==> src/hdl/ssrrip_ram.sv <==
// Generic single-write, single-read RAM with registered read data.
// No dependencies.
`timescale 1ns / 1ps
module ssrrip_ram #(
   parameter int WIDTH = 8,
   parameter int DEPTH = 16
) (
   input  logic                     clock,
   input  logic                     wr_en,
   input  logic [$clog2(DEPTH)-1:0] wr_addr,
   input  logic [WIDTH-1:0]         wr_data,
   input  logic                     rd_en,
   input  logic [$clog2(DEPTH)-1:0] rd_addr,
   output logic [WIDTH-1:0]         rd_data
);

   logic [WIDTH-1:0] mem [DEPTH];

   always_ff @(posedge clock) begin
      if (wr_en) begin
         mem[wr_addr] <= wr_data;
      end
      if (rd_en) begin
         rd_data <= mem[rd_addr];
      end
   end

endmodule

==> config.mk <==
export PLATFORM = sky130hd
export DESIGN_NAME = ssrrip_ram
export DESIGN_NICKNAME = d
export VERILOG_FILES = /design/src/hdl/ssrrip_ram.sv
export SDC_FILE = /design/constraint.sdc
export NUM_CORES = 1
export LEC_CHECK = 0
export BUFFER_PORTS_ARGS = -buffer_cell sky130_fd_sc_hd__buf_2
export CORE_UTILIZATION = 45
export CTS_BUF_LIST = sky130_fd_sc_hd__clkbuf_16
export CTS_CLUSTER_DIAMETER = 200
export DETAILED_ROUTE_END_ITERATION = 10
export GPL_TIMING_DRIVEN = 0
export HOLD_SLACK_MARGIN = 0.03
export PLACE_DENSITY_LB_ADDON = 0.25
export SETUP_SLACK_MARGIN = 0.3
export SLEW_MARGIN = 20
export SYNTH_ARGS = -nofsm -noshare
export SYNTH_HDL_FRONTEND = slang
export SYNTH_SLANG_ARGS = --single-unit
==> constraint.sdc <==
create_clock -name clock -period 3.2 [get_ports clock]
set_input_delay 0.32 -clock clock [delete_from_list [all_inputs] [get_ports clock]]
set_output_delay 0.32 -clock clock [all_outputs]
set_load 0.01 [all_outputs]
== After elaboration in Yosys (flattened, before gate mapping) ==
Memories as Yosys holds them, arrays and structs flattened. A register that Yosys moved wholly into a read port is not among the register bits.
Index checks and enable logic that the tools add are counted.
Storage, ports and cells
  register bits after elaboration: 0
  bits in writable memories: 128
  input bits: 19
  memories: 1
Memories
  mem: depth 16, width 8, read ports 1, clocked after memory_dff 1, write ports 1, line 17  | logic [WIDTH-1:0] mem [DEPTH];
Cells by class
  mux-type cells: 2
Operators by type and width (count)
  1-bit two-way mux: 2

== Depth between registers and ports, before layout ==
Gate-level depths: netlist of run 1.
  depth after elaboration: 2
  depth in mapped cells: 5
  gate-level depth less buffers: 3

== Least setup slack after synthesis of run 1 ==
Ideal clock, no wire load.
  kind: input to register
  from: in wr_addr[2]
  to: mem mem[0][0] (enable)
  library setup time: 0.383 ns
  arrival time: 1.430 ns
  setup slack: 1.387 ns
  stages on the path: 2
  cells stage by stage: or3b_2 -> nor3_1
RTL lines
  start, declared: line 10  | input logic [$clog2(DEPTH)-1:0] wr_addr,
  end, declared: line 17
No word-level cell before the write port.

== Worst setup path in the final report of run 1 ==
  from: in wr_addr[2]
  to: mem mem[3][6] (enable)
No word-level cell before the write port.

==> results of run 1 <==
[cell families (layout without fill, tap and decap cells)]
family                 Yosys count  in the layout
multiplexers                    32             32
AND/OR/NAND/NOR                 35             35
buffers and inverters           10             66
AO/OA/AOI/OAI                   16             16
flip-flops                     136            136
[where the power goes]
group          internal [mW]  switching, mW  leakage, nW
registers               2.01        0.00780         1.24
logic                 0.0774          0.113        0.523
clock network           1.04          0.642        0.265
[sequential cells by signal (all words and copies together) (netlist names)]
| signal | count |
|---|---|
| mem | 128 |
| rd_data | 8 |
[through the flow]
stage	total power, mW	hold WS [ns]
final	3.89	0.267
after global routing	4.02	0.268
after CTS	3.92	0.257
after detailed placement	2.24	0.683
after global placement	2.24	0.681
after floorplan	2.16	0.419
[cell usage in the layout, fill, tap and decap left out, types with 3 or more instances in the layout]
| master | instances |
|---|---|
| a22oi_1 | 16 |
| buf_2 | 28 |
| buf_6 | 3 |
| clkbuf_16 | 17 |
| clkdlybuf4s25_2 | 3 |
| clkinv_1 | 3 |
| clkinv_2 | 8 |
| edfxtp_1 | 136 |
| mux4_1 | 14 |
| mux4_2 | 18 |
| nand2_1 | 9 |
| nor2_1 | 13 |
| nor3_2 | 4 |
[critical path: cells and delay by family]
kind | cells | cell delay [ns]
buffers and inverters | 1 | 0.11
AND/OR/NAND/NOR | 2 | 1.19
[final cells by class]
class,instances,area share
plain buffers,10,0.0142
clock buffers,17,0.0701
clock inverters,14,0.0153
multi-input cells,83,0.178
flip-flops and latches,136,0.673
well taps,140,0.0289
repair buffers,25,0.0206
[layer usage]
| metal | wire, um | global-route usage |
|---|---|---|
| met5 | 0 | 0 |
| met1 | 4070 | 0.248 |
| met2 | 4690 | 0.272 |
| met3 | 501 | 0.0427 |
| met4 | 82 | 0.0829 |
[worst max-delay path by stage]
stage	start	to	slack (ns)	cells after the start
final	wr_addr[2]	mem[3][6]	1.60	3
after global routing	wr_addr[2]	mem[1][2]	1.56	3
after CTS	mem[6][0]	rd_data[0]	1.60	3
after detailed placement	wr_addr[2]	mem[3][7]	1.18	3
after global placement	wr_addr[2]	mem[0][7]	0.81	3
after floorplan	wr_addr[2]	mem[0][0]	1.39	2
==> results.sh, run 1 <==
export IMPL_dp_hpwl_um=5920
export IMPL_coreArea_um2=11100
export IMPL_diodes=0
export IMPL_yosys_top_cells_area="edfxtp_1, mux4_2, mux4_1, a22oi_1, nor2_1"
export IMPL_synth_top_flop_cell="edfxtp_1"
export IMPL_io_pins=27
export IMPL_grt_max_degree=17
export IMPL_p_leak_nw=2.02
export IMPL_finalInstanceArea_um2=6070
export IMPL_synth_fp_nets=248
export IMPL_end_kind="flip-flop"
export IMPL_hold_depth=1
export IMPL_min_period_ns=1.60
export IMPL_synth_largest_area_cell="edfxtp_1"
export IMPL_finalCritPeriodShare=0.500
export IMPL_critPathSlowestCell="nor2_1"
export IMPL_setup_tns_final_ns=0
export IMPL_min_to="rd_data[2]"
export IMPL_nFillCells=821
export IMPL_relSlewSlack=0.456
export IMPL_syn_area_um2=5230
export IMPL_placed_cells=394
export IMPL_crit_chain="buf_2 > or3b_2 > nor2_1"
export IMPL_ys_warn_count=0
export IMPL_synthMuxAreaShare=0.148
export IMPL_start_util=0.472
export IMPL_crit_arrival_ns=1.62
export IMPL_synth_edf_count=136
export IMPL_synth_async_reset_ratio=0
export IMPL_cts_hold_fix_buffers=0
export IMPL_yosysMostFrequentCell="edfxtp_1"
export IMPL_clkLatencyLatePin_ns=0.40
export IMPL_synth_top_family_by_area="multiplexers"
export IMPL_drt_first_pass_iters=4
export IMPL_gp_congestion=0.699
export IMPL_setup_worst_path_class="in2reg"
export IMPL_ctsResizeCount=0
export IMPL_ys_ff_latch=136
export IMPL_ir_drop_v=0.000301
export IMPL_fin_cells=425
export IMPL_setup_viol=0
export IMPL_synth_cells=229
export IMPL_drive_gt1_frac=0.298
export IMPL_drt_iter0_markers=183
export IMPL_cts_root_buf="clkbuf_16"
export IMPL_avgSynthCellArea_um2=22.8
export IMPL_cts_sinks=136
export IMPL_reg2reg_from="mem[6][0]"
export IMPL_worst_pin_slew_ns=0.813
export IMPL_final_core_util=0.548
export IMPL_cap_violations=0
export IMPL_grt_overflow=0
export IMPL_first_global_vias=2359
export IMPL_drv_slew=0
export IMPL_dieArea_um2=12100
export IMPL_critPathLaunchType="input port"
export IMPL_hp_class="in2reg"
export IMPL_multiInputGateArea_um2=1080
export IMPL_reg2reg_depth=3
export IMPL_synthSimpleGateAreaFrac=0.0314
export IMPL_powerDensity_nw_per_um2=641
export IMPL_via_per_inst=5.50
export IMPL_numCtsBuffers=17
export IMPL_cts_setup_buffers=0
export IMPL_fmax_mhz=626
export IMPL_synth_xor_xnor_area_share=0
export IMPL_row_count=38
export IMPL_area_delta_synth_final_pct=16.0
export IMPL_placed_cell_area_um2=5550
export IMPL_slowest_delay_ns=0.65
export IMPL_drt_total_wl_um=9350
export IMPL_fin_nets=292
export IMPL_synthAdderAreaFrac=0
export IMPL_num_vias=2336
export IMPL_setup_ws_ns=1.60
export IMPL_synth_compound_area_frac=0.0230
export IMPL_synth_top_area_frac=0.781
export IMPL_grt_pass1_wl_um=14100
export IMPL_cp_max_fo=8
export IMPL_die_w_um=110
export IMPL_ys_seq_area_frac=0.781
export IMPL_cts_tree="done"
export IMPL_rsz0062_at_grt="no"
export IMPL_antenna_found_initial=0
export IMPL_synthTopCellsByCount="edfxtp_1, mux4_2, a22oi_1"
export IMPL_regArea_um2=4080
export IMPL_htreeDepth=4
export IMPL_clk_path_buf_depth=2
export IMPL_dpl_worst_slack_ns=1.18
export IMPL_outcome="complete, no violations"
export IMPL_yosysUniqueCellTypes=18
export IMPL_skew_ns=0.00578
export IMPL_hold_violations=0
export IMPL_crit_reg2reg_capture="rd_data[0]"
export IMPL_drc=0
export IMPL_track_usage=0.180
export IMPL_clk_pin_slew_ns=0.05
export IMPL_die_h_um=110
export IMPL_postRouteAntennaNets=0
export IMPL_wire_per_inst_um=22.0
export IMPL_rrSetupSlack_ns=1.62
export IMPL_port_buffers=25
export IMPL_hold_start="rd_en"
export IMPL_worst_ep_required_time_ns=3.23
Power figures use the tool's default switching activity.
==> run 2: changes to the inputs <==
==> constraint.sdc (replaced) <==
create_clock -name clock -period 1.3 [get_ports clock]
set_input_delay 0.13 -clock clock [delete_from_list [all_inputs] [get_ports clock]]
set_output_delay 0.13 -clock clock [all_outputs]
set_load 0.01 [all_outputs]
==> run 2 against run 1 <==
The run now ends with setup timing left. Power rose to 2.5 times the previous value. Critical path depth did not move. Worst hold slack got worse by 0.20 ns. Worst setup slack got worse by 1.7 ns. Die area did not move. Via count rose by 3.3%. Sequential share of layout area fell by 3.2 points. Count of clock-buffer cells in the layout did not move. Highest routed layer unchanged.
==> results.sh, run 2 (synthesis results as in run 1) <==
export IMPL_outcome="finished with violations"
export IMPL_violations="setup timing"
export IMPL_top_register="mem"
export IMPL_fmax_mhz=701
export IMPL_start_util=0.472
export IMPL_area_delta_synth_final_pct=21.9
export IMPL_reg2reg_from="mem[4][0]"
export IMPL_cp_max_fo=1
export IMPL_cts_sinks=136
export IMPL_hold_violations=0
export IMPL_placed_cells=394
export IMPL_final_cell_mix="edfxtp_1, mux4_2, buf_2, clkbuf_16, nor2_4"
export IMPL_reg2reg_depth=3
export IMPL_reg_largest_list="mem (128), rd_data (8)"
export IMPL_cts_hold_fix_buffers=0
export IMPL_cts_tree="done"
export IMPL_ir_drop_v=0.00104
export IMPL_antenna_found_initial=0
export IMPL_port_buffers=25
export IMPL_powerDensity_nw_per_um2=1530
export IMPL_rrSetupSlack_ns=-0.13
export IMPL_row_count=38
export IMPL_htreeDepth=4
export IMPL_end_kind="flip-flop"
export IMPL_clkLatencyLatePin_ns=0.40
export IMPL_drc=0
export IMPL_setup_viol=8
export IMPL_hold_start="rd_en"
export IMPL_drt_iter0_markers=167
export IMPL_grt_overflow=0
export IMPL_finalCritPeriodShare=1.10
export IMPL_gp_congestion=0.701
export IMPL_crit_reg2reg_capture="rd_data[0]"
export IMPL_slowest_delay_ns=0.51
export IMPL_fin_nets=299
export IMPL_drt_first_pass_iters=7
export IMPL_min_to="rd_data[0]"
export IMPL_track_usage=0.182
export IMPL_dieArea_um2=12100
export IMPL_die_h_um=110
export IMPL_setup_ws_ns=-0.127
export IMPL_crit_family="multiplexers"
export IMPL_hold_depth=1
export IMPL_postRouteAntennaNets=0
export IMPL_crit_arrival_ns=1.57
export IMPL_rsz0062_at_grt="yes"
export IMPL_drt_total_wl_um=9770
export IMPL_cts_root_buf="clkbuf_16"
export IMPL_grt_pass1_wl_um=14500
export IMPL_worst_ep_required_time_ns=1.44
export IMPL_drive_gt1_frac=0.430
export IMPL_dpl_worst_slack_ns=-0.346
export IMPL_report_power_total_mw=9.73
export IMPL_clk_pin_slew_ns=0.05
export IMPL_hp_class="in2reg"
export IMPL_p_leak_nw=2.06
export IMPL_numCtsBuffers=17
export IMPL_fin_cells=433
export IMPL_finalInstanceArea_um2=6370
export IMPL_wire_per_inst_um=22.6
export IMPL_cp_num_buf_inv=0
export IMPL_placed_cell_area_um2=5650
export IMPL_skew_ns=0.00605
export IMPL_clk_path_buf_depth=2
export IMPL_setup_worst_path_class="reg2reg"
export IMPL_critPathLaunchType="flip-flop"
export IMPL_dp_hpwl_um=6150
export IMPL_grt_max_degree=17
export IMPL_die_w_um=110
export IMPL_min_period_ns=1.43
export IMPL_num_vias=2414
export IMPL_first_global_vias=2416
export IMPL_critPathSlowestCell="mux4_2"
export IMPL_coreArea_um2=11100
export IMPL_cap_violations=0
export IMPL_worst_pin_slew_ns=0.751
export IMPL_crit_chain="mux4_2 > a22oi_2 > nand2_1"
export IMPL_diodes=0
export IMPL_io_pins=27
export IMPL_via_per_inst=5.58
export IMPL_drv_slew=0
export IMPL_mostFrequentLayoutCell="edfxtp_1"
export IMPL_relSlewSlack=0.497
export IMPL_largest_reg_flops=128
run 2: timing repair:
item,CTS,global route
cloned,0,0
pin swaps,8,7
gates resized for setup,8,8
setup endpoints to repair,48,95
buffers inserted,5,2
run 2: power breakdown:
| group | leakage, nW | internal, mW | switching [mW] | total [mW] |
|---|---|---|---|---|
| registers | 1.24 | 4.94 | 0.0238 | 4.97 |
| clock network | 0.263 | 2.55 | 1.63 | 4.19 |
| logic | 0.557 | 0.247 | 0.324 | 0.570 |
| total | 2.06 | 7.74 | 1.98 | 9.73 |
run 2: worst max-delay path by stage:
stage / from / end / slack [ns] / depth (start not counted)
floorplan: rd_addr[0] / rd_data[1] / -0.03 / 5
global placement: wr_addr[2] / mem[0][7] / -0.34 / 3
detailed placement: wr_addr[2] / mem[0][7] / -0.35 / 3
CTS: mem[4][0] / rd_data[0] / -0.13 / 3
global route: mem[7][0] / rd_data[0] / -0.19 / 3
finish: mem[4][0] / rd_data[0] / -0.13 / 3
run 2: metrics by stage:
stage	utilization	hold WS [ns]	TNS, ns
2_1_floorplan	-	0.229	-0.232
3_3_place_gp	0.510	0.464	-17.97
3_5_place_dp	0.510	0.480	-18.58
4_1_cts	0.568	0.0636	-0.840
5_1_grt	0.575	0.0765	-1.17
6_report	0.575	0.0711	-0.777
run 2: cell type report:
cell class,instances,area [um2]
multi-input combinational,83,1190
timing repair buffer,32,278
clock buffer,17,425
fill,793,4710
clock inverter,15,97.6
buffer,10,120
sequential,136,4080
tap,140,175
run 2: per-layer routing:
layer / global-route usage / vias up / share of wire
met5: 0 / - / 0
met4: 0.0771 / 0 / 0.018
met3: 0.0421 / 14 / 0.038
met2: 0.271 / 67 / 0.48
met1: 0.260 / 1260 / 0.46
li1: - / 1073 / -
